File: src/vsp_pkg.sv
// ----------------------------------------------------------------------------
// vsp_pkg: shared types and constants of the version string parser
// Parse state, decoded character beat and result record, plus the codes
// of the text regions and of the per-component phases.
// ----------------------------------------------------------------------------
package vsp_pkg;

  localparam int VAL_W  = 31;
  localparam int CODE_W = 21;

  // text regions
  localparam logic [1:0] RG_LEAD    = 2'd0;
  localparam logic [1:0] RG_BODY    = 2'd1;
  localparam logic [1:0] RG_WS      = 2'd2;
  localparam logic [1:0] RG_WS_WIDE = 2'd3;

  // component phases
  localparam logic [2:0] PH_LEAD   = 3'd0;
  localparam logic [2:0] PH_SIGN   = 3'd1;
  localparam logic [2:0] PH_DIGITS = 3'd2;
  localparam logic [2:0] PH_TRAIL  = 3'd3;
  localparam logic [2:0] PH_NUL    = 3'd4;

  localparam logic [1:0] PART_MAJOR = 2'd0;
  localparam logic [1:0] PART_MINOR = 2'd1;
  localparam logic [1:0] PART_BUILD = 2'd2;
  localparam logic [1:0] PART_LAST  = 2'd3;

  // character codes
  localparam logic [7:0] CHR_NUL     = 8'h00;
  localparam logic [7:0] CHR_TAB     = 8'h09;
  localparam logic [7:0] CHR_CR      = 8'h0D;
  localparam logic [7:0] CHR_SPACE   = 8'h20;
  localparam logic [7:0] CHR_PLUS    = 8'h2B;
  localparam logic [7:0] CHR_MINUS   = 8'h2D;
  localparam logic [7:0] CHR_DOT     = 8'h2E;
  localparam logic [7:0] CHR_ZERO    = 8'h30;
  localparam logic [7:0] CHR_NINE    = 8'h39;
  localparam logic [7:0] CHR_UPPER_V = 8'h56;
  localparam logic [7:0] CHR_LOWER_V = 8'h76;

  localparam logic [CODE_W-1:0] CP_ASCII_END = 21'h000080;
  localparam logic [CODE_W-1:0] CP_MIN_3B    = 21'h000800;
  localparam logic [CODE_W-1:0] CP_MIN_4B    = 21'h010000;
  localparam logic [CODE_W-1:0] CP_MAX       = 21'h10FFFF;
  localparam logic [CODE_W-1:0] CP_SURR_LO   = 21'h00D800;
  localparam logic [CODE_W-1:0] CP_SURR_HI   = 21'h00DFFF;

  // value limit 2147483647 split as 214748364 * 10 + 7
  localparam logic [VAL_W-1:0] LIMIT_DIV10 = 31'd214748364;
  localparam logic [3:0]       LIMIT_MOD10 = 4'd7;

  typedef struct packed {
    logic [1:0]        rem;
    logic [CODE_W-1:0] code;
    logic [1:0]        lclass;
  } utf8_t;

  typedef struct packed {
    logic              valid;
    logic              fail;
    logic [CODE_W-1:0] code;
  } char_t;

  typedef struct packed {
    logic [1:0]       region;
    logic [1:0]       pidx;
    logic [2:0]       phase;
    logic [VAL_W-1:0] pval;
    logic [VAL_W-1:0] major;
    logic [VAL_W-1:0] minor;
    logic [VAL_W-1:0] build;
    logic             bpres;
    logic             failed;
  } parse_t;

  typedef struct packed {
    logic             accepted;
    logic [VAL_W-1:0] major;
    logic [VAL_W-1:0] minor;
    logic [VAL_W-1:0] build;
  } res_t;

  localparam utf8_t  UTF8_RESET  = '{rem: 2'd0, code: '0, lclass: 2'd0};
  localparam parse_t PARSE_RESET = '{region: RG_LEAD, pidx: PART_MAJOR, phase: PH_LEAD,
                                     pval: '0, major: '0, minor: '0, build: '0,
                                     bpres: 1'b0, failed: 1'b0};

endpackage

File: src/vsp_utf8.sv
// ----------------------------------------------------------------------------
// vsp_utf8: UTF-8 byte decoder
// Assembles multibyte sequences and flags stray continuation bytes,
// invalid leads, cut-short sequences, overlong forms, surrogates and values above the range.
// ----------------------------------------------------------------------------
module vsp_utf8 (
  input  logic [7:0]     text_byte,
  input  vsp_pkg::utf8_t utf8_cur,
  output vsp_pkg::utf8_t utf8_next,
  output vsp_pkg::char_t char_out
);

  logic [vsp_pkg::CODE_W-1:0] code_cont;
  logic [vsp_pkg::CODE_W-1:0] lowest;
  logic [1:0]                 rem_dec;

  assign code_cont = {utf8_cur.code[vsp_pkg::CODE_W-7:0], text_byte[5:0]};
  assign rem_dec   = utf8_cur.rem - 2'd1;

  always_comb begin
    unique case (utf8_cur.lclass)
      2'd1:    lowest = vsp_pkg::CP_ASCII_END;
      2'd2:    lowest = vsp_pkg::CP_MIN_3B;
      default: lowest = vsp_pkg::CP_MIN_4B;
    endcase
  end

  always_comb begin
    utf8_next     = utf8_cur;
    char_out      = '0;
    if (utf8_cur.rem != 2'd0) begin
      if (text_byte[7:6] != 2'b10) begin
        char_out.fail = 1'b1;
      end else begin
        utf8_next.code = code_cont;
        utf8_next.rem  = rem_dec;
        if (rem_dec == 2'd0) begin
          if (code_cont < lowest || code_cont > vsp_pkg::CP_MAX ||
              (code_cont >= vsp_pkg::CP_SURR_LO && code_cont <= vsp_pkg::CP_SURR_HI)) begin
            char_out.fail = 1'b1;
          end else begin
            char_out.valid = 1'b1;
            char_out.code  = code_cont;
          end
        end
      end
    end else if (text_byte[7] == 1'b0) begin
      char_out.valid = 1'b1;
      char_out.code  = {13'd0, text_byte};
    end else if (text_byte[7:5] == 3'b110) begin
      utf8_next = '{rem: 2'd1, code: {16'd0, text_byte[4:0]}, lclass: 2'd1};
    end else if (text_byte[7:4] == 4'b1110) begin
      utf8_next = '{rem: 2'd2, code: {17'd0, text_byte[3:0]}, lclass: 2'd2};
    end else if (text_byte[7:3] == 5'b11110) begin
      utf8_next = '{rem: 2'd3, code: {18'd0, text_byte[2:0]}, lclass: 2'd3};
    end else begin
      char_out.fail = 1'b1;
    end
  end

endmodule

File: src/vsp_char.sv
// ----------------------------------------------------------------------------
// vsp_char: character step of the parser
// Trims outer whitespace, skips a leading v, and runs the per-component
// phase machine with its decimal accumulator.
// ----------------------------------------------------------------------------
module vsp_char (
  input  vsp_pkg::parse_t parse_cur,
  input  vsp_pkg::char_t  char_in,
  output vsp_pkg::parse_t parse_next
);

  function automatic logic ascii_space(logic [vsp_pkg::CODE_W-1:0] c);
    return c == {13'd0, vsp_pkg::CHR_SPACE} ||
           (c >= {13'd0, vsp_pkg::CHR_TAB} && c <= {13'd0, vsp_pkg::CHR_CR});
  endfunction

  function automatic logic unicode_space(logic [vsp_pkg::CODE_W-1:0] c);
    return ascii_space(c) || c == 21'h85 || c == 21'hA0 || c == 21'h1680 ||
           (c >= 21'h2000 && c <= 21'h200A) || c == 21'h2028 || c == 21'h2029 ||
           c == 21'h202F || c == 21'h205F || c == 21'h3000;
  endfunction

  function automatic vsp_pkg::parse_t add_digit(vsp_pkg::parse_t s, logic [3:0] d);
    vsp_pkg::parse_t r;
    logic [33:0]     prod;
    r    = s;
    prod = {s.pval, 3'd0} + {2'd0, s.pval, 1'b0} + {30'd0, d};
    if (s.pval > vsp_pkg::LIMIT_DIV10 ||
        (s.pval == vsp_pkg::LIMIT_DIV10 && d > vsp_pkg::LIMIT_MOD10)) begin
      r.failed = 1'b1;
    end else begin
      r.pval  = prod[vsp_pkg::VAL_W-1:0];
      r.phase = vsp_pkg::PH_DIGITS;
    end
    return r;
  endfunction

  function automatic vsp_pkg::parse_t next_part(vsp_pkg::parse_t s);
    vsp_pkg::parse_t r;
    r = s;
    if (s.pidx == vsp_pkg::PART_LAST) begin
      r.failed = 1'b1;
    end else begin
      case (s.pidx)
        vsp_pkg::PART_MAJOR: r.major = s.pval;
        vsp_pkg::PART_MINOR: r.minor = s.pval;
        default: begin
          r.build = s.pval;
          r.bpres = 1'b1;
        end
      endcase
      r.pidx  = s.pidx + 2'd1;
      r.phase = vsp_pkg::PH_LEAD;
      r.pval  = '0;
    end
    return r;
  endfunction

  function automatic vsp_pkg::parse_t feed_part(vsp_pkg::parse_t s, logic [7:0] c);
    vsp_pkg::parse_t r;
    logic            digit;
    logic            ws;
    logic            nul;
    logic            dot;
    logic            bad;
    logic [7:0]      dval;
    r     = s;
    bad   = 1'b0;
    digit = c >= vsp_pkg::CHR_ZERO && c <= vsp_pkg::CHR_NINE;
    ws    = ascii_space({13'd0, c});
    nul   = c == vsp_pkg::CHR_NUL;
    dot   = c == vsp_pkg::CHR_DOT;
    dval  = c - vsp_pkg::CHR_ZERO;
    unique case (s.phase)
      vsp_pkg::PH_LEAD: begin
        if (ws) r = s;
        else if (c == vsp_pkg::CHR_PLUS) r.phase = vsp_pkg::PH_SIGN;
        else if (digit) r = add_digit(s, dval[3:0]);
        else bad = 1'b1;
      end
      vsp_pkg::PH_SIGN: begin
        if (digit) r = add_digit(s, dval[3:0]);
        else bad = 1'b1;
      end
      vsp_pkg::PH_DIGITS: begin
        if (digit) r = add_digit(s, dval[3:0]);
        else if (ws) r.phase = vsp_pkg::PH_TRAIL;
        else if (nul) r.phase = vsp_pkg::PH_NUL;
        else if (dot) r = next_part(s);
        else bad = 1'b1;
      end
      vsp_pkg::PH_TRAIL: begin
        if (ws) r = s;
        else if (nul) r.phase = vsp_pkg::PH_NUL;
        else if (dot) r = next_part(s);
        else bad = 1'b1;
      end
      vsp_pkg::PH_NUL: begin
        if (nul) r = s;
        else if (dot) r = next_part(s);
        else bad = 1'b1;
      end
      default: bad = 1'b1;
    endcase
    if (bad) r.failed = 1'b1;
    return r;
  endfunction

  function automatic vsp_pkg::parse_t body_char(vsp_pkg::parse_t s,
                                                logic [vsp_pkg::CODE_W-1:0] c);
    vsp_pkg::parse_t r;
    r = s;
    if (c >= vsp_pkg::CP_ASCII_END || c == {13'd0, vsp_pkg::CHR_MINUS}) begin
      r.failed = 1'b1;
    end else begin
      r = feed_part(s, c[7:0]);
    end
    return r;
  endfunction

  logic            ws;
  logic            wide;
  logic            is_v;
  vsp_pkg::parse_t flushed;

  assign ws      = unicode_space(char_in.code);
  assign wide    = char_in.code >= vsp_pkg::CP_ASCII_END;
  assign is_v    = char_in.code == {13'd0, vsp_pkg::CHR_LOWER_V} ||
                   char_in.code == {13'd0, vsp_pkg::CHR_UPPER_V};
  // pending ASCII whitespace turns into one space for the component
  assign flushed = feed_part(parse_cur, vsp_pkg::CHR_SPACE);

  always_comb begin
    parse_next = parse_cur;
    if (char_in.fail) begin
      parse_next.failed = 1'b1;
    end else if (char_in.valid) begin
      unique case (parse_cur.region)
        vsp_pkg::RG_LEAD: begin
          if (!ws) begin
            parse_next.region = vsp_pkg::RG_BODY;
            if (!is_v) parse_next = body_char(parse_next, char_in.code);
          end
        end
        vsp_pkg::RG_BODY: begin
          if (ws) parse_next.region = wide ? vsp_pkg::RG_WS_WIDE : vsp_pkg::RG_WS;
          else parse_next = body_char(parse_cur, char_in.code);
        end
        vsp_pkg::RG_WS: begin
          if (ws) begin
            if (wide) parse_next.region = vsp_pkg::RG_WS_WIDE;
          end else begin
            parse_next        = flushed;
            parse_next.region = vsp_pkg::RG_BODY;
            if (!flushed.failed) parse_next = body_char(parse_next, char_in.code);
          end
        end
        default: begin
          if (!ws) parse_next.failed = 1'b1;
        end
      endcase
    end
  end

endmodule

File: src/vsp_check.sv
// ----------------------------------------------------------------------------
// vsp_check: end-of-text verdict
// Stores the open component and decides whether the text is a release
// version; a rejected text reports all numbers as zero.
// ----------------------------------------------------------------------------
module vsp_check (
  input  vsp_pkg::parse_t parse_in,
  input  logic            utf8_open,
  output vsp_pkg::res_t   res_out
);

  logic [vsp_pkg::VAL_W-1:0] major;
  logic [vsp_pkg::VAL_W-1:0] minor;
  logic [vsp_pkg::VAL_W-1:0] build;
  logic                      bpres;
  logic                      ok;

  always_comb begin
    major = parse_in.major;
    minor = parse_in.minor;
    build = parse_in.build;
    bpres = parse_in.bpres;
    case (parse_in.pidx)
      vsp_pkg::PART_MAJOR: major = parse_in.pval;
      vsp_pkg::PART_MINOR: minor = parse_in.pval;
      vsp_pkg::PART_BUILD: begin
        build = parse_in.pval;
        bpres = 1'b1;
      end
      default: ;
    endcase
  end

  always_comb begin
    ok = !parse_in.failed && !utf8_open && parse_in.region != vsp_pkg::RG_LEAD &&
         (parse_in.phase == vsp_pkg::PH_DIGITS || parse_in.phase == vsp_pkg::PH_TRAIL ||
          parse_in.phase == vsp_pkg::PH_NUL) &&
         parse_in.pidx != vsp_pkg::PART_MAJOR;
    // 1.0 with no build or build 0 is not a release
    if (major == 31'd1 && minor == '0 && (!bpres || build == '0)) ok = 1'b0;
    res_out.accepted = ok;
    res_out.major    = ok ? major : '0;
    res_out.minor    = ok ? minor : '0;
    res_out.build    = (ok && bpres) ? build : '0;
  end

endmodule

File: src/version_string_parser_core.sv
// ----------------------------------------------------------------------------
// version_string_parser_core: streaming version text parser
// Takes a UTF-8 text one byte a beat and gives one verdict beat with the
// major, minor and build numbers when the text ends.
// ----------------------------------------------------------------------------
//   channel | dir | tdata                         | tlast       | tuser
//   in_     | in  | text_byte[7:0]                | end_of_text | no_byte
//   out_    | out | major, minor, build (31 each) | -           | accepted
//
// One byte beat per cycle while the output is not stalled; a beat is
// registered, then decoded and folded into the parse state as it leaves
// the input register, and that edge also loads the verdict of a final
// beat into the output register, which raises out_tvalid. The parse state
// returns to reset after each verdict. Reset is synchronous on rst_n low.
// A stalled output holds the input register, and in_tready drops only
// while both registers are full.
// ----------------------------------------------------------------------------
module version_string_parser_core (
  input  logic        clk,
  input  logic        rst_n,
  input  logic        in_tvalid,
  output logic        in_tready,
  input  logic [7:0]  in_tdata,   // [7:0] text_byte
  input  logic        in_tlast,
  input  logic        in_tuser,   // [0] no_byte
  output logic        out_tvalid,
  input  logic        out_tready,
  output logic [95:0] out_tdata,  // [30:0] major, [61:31] minor, [92:62] build, rest 0
  output logic        out_tuser   // [0] accepted
);

  logic            s1_valid_r, s1_valid_nxt;
  logic [7:0]      s1_byte_r;
  logic            s1_last_r;
  logic            s1_none_r;
  logic            out_valid_r, out_valid_nxt;
  vsp_pkg::res_t   res_r;
  vsp_pkg::utf8_t  utf8_r, utf8_nxt;
  vsp_pkg::parse_t parse_r, parse_nxt;

  vsp_pkg::utf8_t  utf8_dec;
  vsp_pkg::char_t  char_dec;
  vsp_pkg::char_t  char_gated;
  vsp_pkg::parse_t parse_step;
  vsp_pkg::utf8_t  utf8_step;
  vsp_pkg::res_t   res_now;
  logic            adv;
  logic            take;
  logic            do_step;

  assign adv       = !out_valid_r || out_tready;
  assign take      = s1_valid_r && adv;
  assign in_tready = !s1_valid_r || adv;
  assign do_step   = !s1_none_r && !parse_r.failed;

  vsp_utf8 u_utf8 (
    .text_byte (s1_byte_r),
    .utf8_cur  (utf8_r),
    .utf8_next (utf8_dec),
    .char_out  (char_dec)
  );

  // drop the byte of an empty beat or of an already rejected text
  always_comb begin
    char_gated = char_dec;
    if (!do_step) char_gated = '0;
  end

  assign utf8_step = do_step ? utf8_dec : utf8_r;

  vsp_char u_char (
    .parse_cur  (parse_r),
    .char_in    (char_gated),
    .parse_next (parse_step)
  );

  vsp_check u_check (
    .parse_in  (parse_step),
    .utf8_open (utf8_step.rem != 2'd0),
    .res_out   (res_now)
  );

  always_comb begin
    s1_valid_nxt  = s1_valid_r;
    out_valid_nxt = out_valid_r;
    utf8_nxt      = utf8_r;
    parse_nxt     = parse_r;
    if (in_tready) s1_valid_nxt = in_tvalid;
    if (adv) out_valid_nxt = take && s1_last_r;
    if (take) begin
      if (s1_last_r) begin
        utf8_nxt  = vsp_pkg::UTF8_RESET;
        parse_nxt = vsp_pkg::PARSE_RESET;
      end else begin
        utf8_nxt  = utf8_step;
        parse_nxt = parse_step;
      end
    end
  end

  always_ff @(posedge clk) begin
    if (!rst_n) begin
      s1_valid_r  <= 1'b0;
      out_valid_r <= 1'b0;
      utf8_r      <= vsp_pkg::UTF8_RESET;
      parse_r     <= vsp_pkg::PARSE_RESET;
    end else begin
      s1_valid_r  <= s1_valid_nxt;
      out_valid_r <= out_valid_nxt;
      utf8_r      <= utf8_nxt;
      parse_r     <= parse_nxt;
    end
  end

  always_ff @(posedge clk) begin
    if (in_tvalid && in_tready) begin
      s1_byte_r <= in_tdata;
      s1_last_r <= in_tlast;
      s1_none_r <= in_tuser;
    end
    if (take && s1_last_r) res_r <= res_now;
  end

  assign out_tvalid = out_valid_r;
  assign out_tuser  = res_r.accepted;
  assign out_tdata  = {3'd0, res_r.build, res_r.minor, res_r.major};

endmodule
File: config.mk
export PLATFORM = sky130hd
export DESIGN_NAME = version_string_parser_core
export DESIGN_NICKNAME = d
export VERILOG_FILES = /design/src/vsp_pkg.sv /design/src/vsp_utf8.sv /design/src/vsp_char.sv /design/src/vsp_check.sv /design/src/version_string_parser_core.sv
export SDC_FILE = /design/constraint.sdc
export NUM_CORES = 1
export LEC_CHECK = 0
export BUFFER_PORTS_ARGS = -buffer_cell sky130_fd_sc_hd__buf_4
export CAP_MARGIN = 5
export CORE_ASPECT_RATIO = 1.4
export CORE_MARGIN = 4
export CORE_UTILIZATION = 37
export CTS_CLUSTER_DIAMETER = 40
export CTS_CLUSTER_SIZE = 28
export DETAILED_ROUTE_END_ITERATION = 8
export GPL_TIMING_DRIVEN = 0
export PLACE_DENSITY = 0.57
export SLEW_MARGIN = 0
export SYNTH_ARGS = -nofsm -noshare
export SYNTH_HDL_FRONTEND = slang
export SYNTH_SLANG_ARGS = --single-unit
File: constraint.sdc
create_clock -name clk -period 8.3 [get_ports clk]
set_input_delay 1.66 -clock clk [delete_from_list [all_inputs] [get_ports clk]]
set_output_delay 1.66 -clock clk [all_outputs]
set_load 0.005 [all_outputs]
== After elaboration in Yosys (flattened, before gate mapping) ==
Index checks and enable logic that the tools add are counted.

* Flip-flop bits (word level): 258
* Input port bits: 14
* Output and inout port bits: 99
* Word-level logic and storage cells: 329

* Add/sub/neg operators: 5
* Magnitude comparators: 15
* Eq/ne operators: 42
* Muxes and demuxes: 179
* Reductions and logical operators: 67

{| class="wikitable"
|+ Operators with widths
! cell !! count
|-
| 133-bit 2-to-1 mux || 45
|-
| 131-bit 2-to-1 mux || 12
|-
| 131-bit one-hot mux with 5 select lines || 2
|-
| 126-bit 2-to-1 mux || 10
|-
| 133-bit one-hot mux with 5 select lines || 1
|-
| 129-bit 2-to-1 mux || 5
|-
| 132-bit 2-to-1 mux || 4
|-
| 132-bit one-hot mux with 3 select lines || 1
|-
| 130-bit 2-to-1 mux || 2
|-
| 31-bit 2-to-1 mux || 5
|-
| 25-bit 2-to-1 mux || 6
|-
| 23-bit 2-to-1 mux || 5
|-
| 21-bit by 14-bit == test with 1-bit output (second input constant) || 5
|-
| 34-bit 2-to-1 mux || 2
|-
| 31-bit zero test || 2
|-
| 1-bit 2-to-1 mux || 48
|-
| 21-bit by 6-bit == test with 1-bit output (second input constant) || 2
|-
| 21-bit by 7-bit == test with 1-bit output (second input constant) || 2
|-
| 21-bit by 8-bit == test with 1-bit output (second input constant) || 2
|-
| 21-bit 2-to-1 mux || 2
|-
| 17-bit one-hot mux with 2 select lines || 1
|-
| 3-bit 2-to-1 mux || 11
|-
| 32-bit 2-to-1 mux || 1
|-
| 31-bit adder || 1
|-
| 50 further kinds || 131
|}

== Logic depth before layout (Yosys ltp) ==
Gate-level depths: netlist (run 1).

* Depth after elaboration: 44
* Gate-level depth with buffers: 30
* Gate-level depth less buffers: 27

== Modules after synthesis ==
Synthesis (run 1) repeated with hierarchy kept, for this count alone.

* Cell total of the unflattened synthesis: 2371
* Area total of the unflattened synthesis: 19179.6 um^2

{| class="wikitable"
|+ Modules (own cells, without submodules)
! module !! times used !! cells each !! area an instance (um^2) !! sequential area each (um^2)
|-
| version_string_parser_core || 1 || 881 || 10258.6 || 6326.1
|-
| vsp_char || 1 || 941 || 5980.7 || 0.0
|-
| vsp_check || 1 || 430 || 2075.7 || 0.0
|-
| vsp_utf8 || 1 || 119 || 864.6 || 0.0
|}

== Worst setup path after synthesis (run 1) ==
Ideal clock, no wire load.

* Kind: register to register
* Start: register utf8_r[14] (netlist bit)
* End: register res_r, in the netlist out_tuser, data pin
* Library setup time: 272 ps
* Data arrival time: 5829 ps
* Required time: 8028 ps
* Setup slack: 2200 ps
* Stages on the path, launching flop included: 28
* Path buffers: 3
* Clock period less this slack: 6100 ps
* Path through: dfxtp_1 -> or4_1 -> buf_4 -> or4_4 -> nand2_4 -> o31ai_4 -> buf_6 -> buf_2 -> and2_1 -> ha_1 -> ha_1 -> inv_1 -> fa_1 -> nor2b_1 -> o2111ai_1 -> a2111oi_0 -> nor3_1 -> xnor2_1 -> o31ai_1 -> o22ai_1 -> a22oi_1 -> o221ai_1 -> mux2i_1 -> o211ai_1 -> nor4_1 -> nand4_1 -> nor4_2 -> o22ai_1

* Cells in the longest elaborated chain, start to end: 39
* Elaborated cells between the ends (all ways): 229
* Classes of those cells: add/sub (2); order compare (14); eq/ne (21); mux (153); reduce/logical (39)

{| class="wikitable"
|+ RTL lines
! element !! RTL line !! source
|-
| start: declaration || version_string_parser_core.sv:38 || <nowiki>vsp_pkg::utf8_t utf8_r, utf8_nxt;</nowiki>
|-
| start signal: assignment || version_string_parser_core.sv:105 || <nowiki>utf8_r <= vsp_pkg::UTF8_RESET;</nowiki>
|-
| start signal: assignment || version_string_parser_core.sv:110 || <nowiki>utf8_r <= utf8_nxt;</nowiki>
|-
| 21-bit by 17-bit less-than comparator with 1-bit output (tied with other cells) || vsp_utf8.sv:38 || <nowiki>if (code_cont < lowest || code_cont > vsp_pkg::CP_MAX ||</nowiki>
|-
| 1-bit logical OR / 1-bit logical AND (equally long branches) || vsp_utf8.sv:38, vsp_utf8.sv:39 ||
|-
| 1-bit logical OR || vsp_utf8.sv:38 ||
|-
| 21-bit 2-to-1 mux || vsp_utf8.sv:38 ||
|-
| 23-bit 2-to-1 mux * || vsp_utf8.sv:37 || <nowiki>if (rem_dec == 2'd0) begin</nowiki>
|-
| 21-bit 2-to-1 mux || vsp_utf8.sv:32 || <nowiki>if (text_byte[7:6] != 2'b10) begin</nowiki>
|-
| 23-bit 2-to-1 mux * || vsp_utf8.sv:31 || <nowiki>if (utf8_cur.rem != 2'd0) begin</nowiki>
|-
| 23-bit 2-to-1 mux * || version_string_parser_core.sv:66 || <nowiki>if (!do_step) char_gated = '0;</nowiki>
|-
| parallel branches: the longest is 30 deep, another holds 31-bit by 4-bit adder with 31-bit output || n/a ||
|-
| 1-bit 2-to-1 mux * || vsp_check.sv:40 || <nowiki>if (major == 31'd1 && minor == '0 && (!bpres || build == '0)) ok = 1'b0;</nowiki>
|-
| net u_check.ok || vsp_check.sv:16 || <nowiki>logic ok;</nowiki>
|-
| end signal: assignment || version_string_parser_core.sv:121 || <nowiki>if (take && s1_last_r) res_r <= res_now;</nowiki>
|-
| end: declaration || version_string_parser_core.sv:37 || <nowiki>vsp_pkg::res_t res_r;</nowiki>
|}

Mark *: on every way through the listed nets, which the timed path passes. The select of a mux whose other input is x is not followed.
A chain may end at the register's enable or synchronous reset.

== Worst setup path after layout (run 1) ==
* Start: register utf8_r[23] (netlist bit)
* End: register res_r, in the netlist out_tuser, data pin

* Cells in the longest elaborated chain, start to end: 37
* Elaborated cells between the ends (all ways): 231
* Classes of those cells: add/sub (3); order compare (10); eq/ne (21); mux (157); reduce/logical (40)

{| class="wikitable"
|+ RTL lines
! element !! RTL line
|-
| parallel branches: the longest is 36 deep, another holds 31-bit by 4-bit adder with 31-bit output || n/a
|-
| 1-bit 2-to-1 mux * || vsp_check.sv:40
|-
| net u_check.ok || vsp_check.sv:16
|}

Marked as above.

==> results.rst, run 1 <==
.. list-table::
   :header-rows: 1

   * - Metric
     - Value
   * - Number of storage elements in the synthesis netlist
     - about 260
   * - Crit. Startpoint
     - utf8_r[23]
   * - Starting DRT DRC Count
     - between 2k and 3k
   * - Top library cells by usage in the layout, fill and taps aside
     - nor2_1 (239), nand2_1 (221), clkbuf_1 (161), dfxtp_1 (154), a22oi_1 (143)
   * - GRT Total Usage
     - a little over a third
   * - Hold/Removal Path Class
     - register to register
   * - Element type at the critical path end
     - register
   * - Start point of the worst min-delay path
     - utf8_r[14]
   * - Adder-cell area share of the yosys netlist
     - 4.17%
   * - Share of post-route cells with drive strength above 1
     - approximately an eighth
   * - Post-synthesis area per instance
     - 8.07 sq um
   * - Count of nets left with antenna violations after detail routing
     - 0
   * - TritonCTS clock tree
     - done
   * - Switching Power
     - 0.924 mW
   * - R2r worst-path depth
     - 26
   * - Worst-path clk slew
     - about 60 ps
   * - Count of endpoints failing setup in the final report
     - 0
   * - Minimum clock period
     - ~8100 ps
   * - Crit-path leading delay family
     - compound AO/OA/AOI/OAI gates
   * - Crit-path max FO
     - 10
   * - Most used flip-flop cell after synthesis
     - dfxtp_1
   * - Post-detail-place hpwl
     - 80.1 mm
   * - Portion of total power attributed to the clock network
     - 52.3%
   * - Final Wtd Congestion
     - between 1 and 1.5
   * - Post-route design area
     - ~23000 sq um
   * - Sequential power share
     - 40.5%
   * - Antenna violations before repair
     - 3
   * - Die ar.
     - 56200 sq um
   * - Final Cycle Share
     - between 90% and 100%
   * - Peak supply drop
     - between 100 and 150 uV
   * - Count of cells along the worst hold path
     - 2
   * - Total via count in the routed design
     - ~22k
   * - Final worst-path setup slack
     - ~210 ps
   * - Pin count of the biggest net entering global routing
     - 81
   * - Startpoint kind of the worst setup timing path
     - register
   * - Critical Path Most Common Cell
     - ha_1
   * - Highest clock rate
     - 124 MHz
   * - Total clock buffers created by CTS
     - 40
   * - Yosys warning count
     - 0
   * - Total wire length
     - 104 mm
   * - Clock Skews
     - ~25 ps
   * - Most common library cell in the layout ignoring fill and taps
     - nor2_1
   * - Run status
     - finished with violations
   * - Path type of the worst setup path
     - register to register
   * - Count of maximum capacitance violations
     - 2
   * - Post-synth EDFFs
     - about 100
   * - R2R setup slack
     - around 210 ps
   * - Die Y-Extent
     - approximately 280 microns
   * - Normalized max-slew margin
     - -5.03%
   * - Area growth syn-to-layout
     - 16.4%
   * - Post-CTS Hold Fix Bufs
     - 0
   * - Endpoint, Worst Hold
     - utf8_r[14]
   * - Routed via count divided by cell count
     - approximately 6.7
   * - Fin. max-slew vios
     - 16
   * - Number of iterations in the first detailed-routing pass
     - 8
   * - Placed instance count
     - 3174
   * - Part of the Yosys area used for sequential elements
     - 32.0%
   * - Total number of placement rows
     - 99
   * - First-pass GRT wire length
     - approximately 150 mm
   * - Leftover overflow at the end of global routing
     - 0
   * - Share of flip-flops with an asynchronous set or reset after synthesis
     - 0%
   * - Total DRC errors in the routed layout
     - 0
   * - Worst Path Arrival
     - 8380 ps
   * - Slew @ Worst Pin
     - 1580 ps
   * - Core Footprint
     - 52000 sq um
   * - Input/output buffers
     - ~110
   * - Fin nets
     - 2640
   * - Io pins
     - about 110
   * - Library cell contributing the largest single delay on the critical path
     - a21oi_2
   * - Xor/xnor cell area share of the yosys netlist
     - roughly 1.1%
   * - Total number of clock tree sinks
     - ~260
   * - Leakage power
     - 7.79 nW
   * - Count of mapped cells out of synthesis
     - between 2k and 2.5k
   * - Switching share of total power
     - 28.1%
   * - Filler Cell Count
     - between 5k and 6k
   * - Non-filler cells in the finished layout
     - around 3.3k
   * - Fraction of the mapped netlist area in simple logic gates
     - 25.7%
   * - Post-Syn Area
     - roughly 19000 sq um
   * - RSZ-0062 raised after global routing
     - no
   * - Power share of the combinational group
     - 7.2%
   * - Max clock buf depth
     - 3
   * - Portion of netlist area occupied by mux cells
     - about 2.5%
   * - Startpoint of the most critical register-to-register path
     - utf8_r[23]
   * - Post-synth cell types
     - ~110
   * - Crit path buffers/inverters
     - 4
   * - Clock insertion delay at the later pin of the skew report
     - between 500 and 600 ps
   * - Required time of the worst setup path
     - ~8600 ps
   * - Maximum level of the CTS H-tree
     - 2
   * - Post-detailed-route wirelength per cell
     - about 32 microns
   * - Final hold violations
     - 0
   * - Effective utilization at floorplan
     - about 37%
   * - Placement-stage worst setup slack
     - -329 ps
   * - Power density over the cells
     - about 150 nW/um^2
   * - Failing checks
     - capacitance limit, slew limit
   * - Die X-Extent
     - between 200 and 250 microns
   * - Instance area at placement
     - around 21000 sq um
   * - Dominant combinational cell family by area after synthesis
     - compound AO/OA/AOI/OAI gates
   * - Slowest cell delay on critical path
     - roughly 810 ps
   * - Via count of the first global-routing pass
     - between 20k and 25k
   * - Reg-to-reg endpoint
     - out_tuser
   * - Synthesized-area fraction occupied by ao, oa, aoi and oai cells
     - between 20 and 30%
   * - Cell Int Power
     - roughly 2.4 mW
   * - Cell at the root of the clock tree
     - clkbuf_16
synthesized netlist by cell type (42+ instances only):
| master | instances | area (sq um) |
|---|---|---|
| a21oi_1 | 133 | 666 |
| a22oi_1 | 143 | 1070 |
| clkbuf_1 | 158 | 593 |
| dfxtp_1 | 154 | 3080 |
| edfxtp_1 | 104 | 3120 |
| ha_1 | 63 | 788 |
| mux2i_1 | 42 | 420 |
| nand2_1 | 221 | 830 |
| nand3_1 | 76 | 380 |
| nor2_1 | 239 | 897 |
| nor2b_1 | 135 | 845 |
| nor3_1 | 82 | 410 |
| o21ai_0 | 116 | 581 |
area by class of cell:
type | count | area, sq um | share of cell area, %
tap | 656 | 821 | 3.64
antenna | 3 | 7.51 | 0.0333
timing repair buffer | 116 | 913 | 4.05
clock buffer | 44 | 1040 | 4.60
sequential | 258 | 6210 | 27.5
buffer | 204 | 856 | 3.79
clock inverter | 30 | 298 | 1.32
inverter | 39 | 149 | 0.660
multi-input combinational | 1903 | 12300 | 54.4
what timing repair did:
item | CTS | global route
pin swaps | 1 | 1
setup buffers | 2 | 0
gates resized for setup | 4 | 7
endpoints found under the setup margin | 2 | 2
endpoints found under the hold margin | 0 | 0
tightest hold or removal path: stages, from the launching register on:
cell and delay [ps]:
dfxtp_1 310, nand2_1 50, a21boi_0 70
per-stage QoR:
step / setup TNS, ps / hold slack [ps] / total power [mW] / util, %
after global routing: 0 / 503 / 3.36 / 43.4
after detailed placement: -627 / 474 / 1.59 / 40.7
after CTS: 0 / 479 / 3.29 / 43.3
after floorplan: 0 / 443 / 1.48 / -
after global placement: -1190 / 463 / 1.59 / 40.4
final: 0 / 482 / 3.29 / 43.4
power by group through the flow:
stage	Combinational, mW	Clock (mW)	Sequential (mW)
CTS	0.231	1.73	1.33
finish	0.238	1.72	1.33
global route	0.245	1.78	1.33
global placement	0.229	0	1.36
floorplan	0.120	0	1.36
detailed placement	0.230	0	1.36
logic make-up after synthesis:
group / Yosys count
and+or+nand+nor: 974
AOI/OAI and AO/OA: 790
DFF: 258
buffers and inverters: 243
adders and majority gates: 64
muxes: 48
xor gates and xnor gates: 24
other: 1
flip-flops by register name, indices dropped and copies added, names as in the netlist, 8 cells and up:
signal / flops
utf8_r: 19
s1_byte_r: 8
out_tdata: 93
parse_r: 133
per-layer routing:
layer	part of all wire (%)	global-route usage, %
met1	37	42.1
met2	46	57.1
met3	8.4	6.09
met4	8.8	25.0
met5	0.0077	0
how the worst max path moves through the flow:
| stage | endpoint | slack (ps) | cells past startpoint |
|---|---|---|---|
| 3_3_place_gp | out_tuser | -600 | 26 |
| 6_report | out_tuser | 210 | 26 |
| 4_1_cts | out_tuser | 70 | 28 |
| 3_5_place_dp | out_tuser | -330 | 28 |
| 5_1_grt | out_tuser | 4 | 28 |
| 2_1_floorplan | out_tuser | 2200 | 27 |
Note: power is estimated with default switching activity, not from simulation.
==> inputs of run 2 (changes only) <==
--- a/config.mk
+++ b/config.mk
@@ -10,6 +10,7 @@
 export CORE_ASPECT_RATIO = 1.4
 export CORE_MARGIN = 4
 export CORE_UTILIZATION = 37
+export CTS_BUF_LIST = sky130_fd_sc_hd__clkbuf_16
 export CTS_CLUSTER_DIAMETER = 40
 export CTS_CLUSTER_SIZE = 28
 export DETAILED_ROUTE_END_ITERATION = 8
==> run 2 against run 1 <==
- the run still ends with capacitance limit, slew limit left
- worst setup slack worse by 41 ps
- critical endpoint unchanged
- die area unchanged
- sequential power about the same
- largest power group unchanged
- wire length up 0.11%
==> results.rst, run 2 (same netlist as run 1, synthesis figures left out) <==
.. list-table::
   :header-rows: 1

   * - Metric
     - Value
   * - Number of flip-flops under the largest register name
     - 133
   * - Hold/Removal Path Class
     - register to register
   * - Worst-path clk slew
     - 60 ps
   * - Io pins
     - 113
   * - R2r worst-path depth
     - 26
   * - Die X-Extent
     - roughly 200 microns
   * - Cell at the root of the clock tree
     - clkbuf_16
   * - Maximum level of the CTS H-tree
     - 2
   * - Portion of total power attributed to the clock network
     - between 50% and 60%
   * - Post-CTS Hold Fix Bufs
     - 0
   * - Cell Int Power
     - 2.36 mW
   * - Share of post-route cells with drive strength above 1
     - 12.2%
   * - RSZ-0062 raised after global routing
     - no
   * - Count of nets left with antenna violations after detail routing
     - 0
   * - Die Y-Extent
     - ~280 microns
   * - Total number of clock tree sinks
     - around 260
   * - Count of cells along the worst hold path
     - 2
   * - Final Cycle Share
     - 98.0%
   * - Total number of placement rows
     - 99
   * - Input/output buffers
     - about 110
   * - Start point of the worst min-delay path
     - utf8_r[14]
   * - Startpoint of the most critical register-to-register path
     - utf8_r[23]
   * - Count of endpoints failing setup in the final report
     - 0
   * - Total wire length
     - between 100 and 150 mm
   * - Post-detail-place hpwl
     - roughly 80 mm
   * - Leakage power
     - between 7 and 8 nW
   * - Final Wtd Congestion
     - around 1
   * - Die ar.
     - 56200 sq um
   * - Switching share of total power
     - between 20% and 30%
   * - Register name with the most flops
     - parse_r
   * - Area growth syn-to-layout
     - 16.4%
   * - Failing checks
     - capacitance limit, slew limit
   * - Slew @ Worst Pin
     - between 1500 and 2000 ps
   * - Placed instance count
     - between 3k and 4k
   * - Sequential power share
     - between 40% and 50%
   * - Power share of the combinational group
     - ~7.3%
   * - Routed via count divided by cell count
     - around 6.7
   * - Total via count in the routed design
     - 21.7k
   * - Peak supply drop
     - 132 uV
   * - Element type at the critical path end
     - register
   * - Starting DRT DRC Count
     - 2879
   * - Minimum clock period
     - 8130 ps
   * - Effective utilization at floorplan
     - 37.3%
   * - Endpoint, Worst Hold
     - utf8_r[14]
   * - Leftover overflow at the end of global routing
     - 0
   * - Highest clock rate
     - ~120 MHz
   * - Count of maximum capacitance violations
     - 2
   * - Final hold violations
     - 0
   * - Core Footprint
     - 52000 sq um
   * - Post-route design area
     - about 23000 sq um
   * - Number of iterations in the first detailed-routing pass
     - 7
   * - Max clock buf depth
     - 3
   * - Clock Skews
     - 24.8 ps
   * - TritonCTS clock tree
     - done
   * - R2R setup slack
     - between 150 and 200 ps
   * - Total clock buffers created by CTS
     - 40
   * - Antenna violations before repair
     - 3
   * - Path type of the worst setup path
     - register to register
   * - Worst Path Arrival
     - 8420 ps
   * - Fin. max-slew vios
     - 7
   * - Final hold slack
     - just under 500 ps
   * - Non-filler cells in the finished layout
     - between 3k and 4k
   * - Reg-to-reg endpoint
     - out_tuser
   * - Most common library cell in the layout ignoring fill and taps
     - nor2_1
   * - Crit-path max FO
     - 10
   * - GRT Total Usage
     - a little over a third
   * - Clock insertion delay at the later pin of the skew report
     - about 580 ps
   * - Post-detailed-route wirelength per cell
     - between 30 and 40 microns
   * - Startpoint kind of the worst setup timing path
     - register
   * - Power density over the cells
     - 146 nW/um^2
   * - Via count of the first global-routing pass
     - 20.2k
   * - Fin nets
     - 2640
   * - Run status
     - finished with violations
   * - First-pass GRT wire length
     - approximately 150 mm
   * - Instance area at placement
     - approximately 21000 sq um
   * - Total DRC errors in the routed layout
     - 0
   * - Top library cells by usage in the layout, fill and taps aside
     - nor2_1 (239), nand2_1 (221), clkbuf_1 (158), dfxtp_1 (154), a22oi_1 (143)
   * - Normalized max-slew margin
     - -4.23%
   * - Switching Power
     - slightly above 0.9 mW
   * - Required time of the worst setup path
     - 8590 ps
   * - Pin count of the biggest net entering global routing
     - 81
==> run 2: changes by cell type in the layout (fill, tap and decap cells not counted) <==
cell	delta
clkbuf_1	-3
inv_1	+3
diode_2	-1
==> run 2: critical path, stage by stage (launching register included) <==
cell and delay [ps]:
dfxtp_1 360, inv_1 90, ha_1 190, clkbuf_1 230, nor3b_4 400, o21ai_1 250
o31ai_4 450, buf_6 210, buf_2 310, and2_1 300, ha_1 280, ha_1 210
a21oi_1 190, nor2_1 120, o211a_1 290, o31a_1 360, o21a_1 200, a21oi_1 410
o21ai_0 210, a32oi_1 360, o21ai_0 150, a21oi_2 820, o211ai_1 230, nor4_2 400
nand4_1 230, nor4_4 390, o22ai_1 150
==> run 2: worst max-delay path by stage <==
stage	startpoint	endpoint	slack, ps	cells after the start
floorplan	utf8_r[14]	out_tuser	2200	27
global placement	utf8_r[23]	out_tuser	-600	26
detailed placement	utf8_r[23]	out_tuser	-330	28
CTS	utf8_r[23]	out_tuser	70	28
global route	utf8_r[0]	out_tuser	4	28
finish	utf8_r[23]	out_tuser	170	26
==> run 2: per-layer routing <==
layer / part of all wire (%) / up-vias / routed length [microns] / track usage (%)
li1: - / 9452 / - / -
met1: 37 / 10500 / 38700 / 42.1
met2: 46 / 1374 / 47300 / 57.1
met3: 8.2 / 386 / 8520 / 6.09
met4: 8.9 / 2 / 9210 / 25.0
met5: 0.0077 / - / 8 / 0
==> run 2: cell type report <==
class,count,area (sq um)
inverter,39,149
sequential,258,6210
clock inverter,33,309
tap,656,821
antenna,2,5.00
buffer,204,856
fill,5303,29500
timing repair buffer,116,913
multi-input combinational,1903,12300
clock buffer,41,1030
==> run 2: what timing repair did <==
action | in CTS | in global routing
endpoints found under the setup margin | 2 | 2
gates resized for setup | 4 | 7
buffers inserted | 2 | 0
pin swaps | 1 | 1
==> run 2: metrics by stage <==
| step | power, mW | utilization (%) | TNS, ps | setup WS [ps] |
|---|---|---|---|---|
| 2_1_floorplan | 1.48 | - | 0 | 2200 |
| 3_3_place_gp | 1.59 | 40.4 | -1190 | -597 |
| 3_5_place_dp | 1.59 | 40.7 | -627 | -329 |
| 4_1_cts | 3.29 | 43.3 | 0 | 65.4 |
| 5_1_grt | 3.36 | 43.4 | 0 | 3.85 |
| 6_report | 3.29 | 43.4 | 0 | 169 |
==> run 2: power by group through the flow <==
| stage | registers, mW | logic, mW | clock network [mW] |
|---|---|---|---|
| after floorplan | 1.36 | 0.120 | 0 |
| after global placement | 1.36 | 0.229 | 0 |
| after CTS | 1.33 | 0.231 | 1.73 |
| after global routing | 1.33 | 0.245 | 1.78 |
| final | 1.33 | 0.239 | 1.72 |
| after detailed placement | 1.36 | 0.230 | 0 |
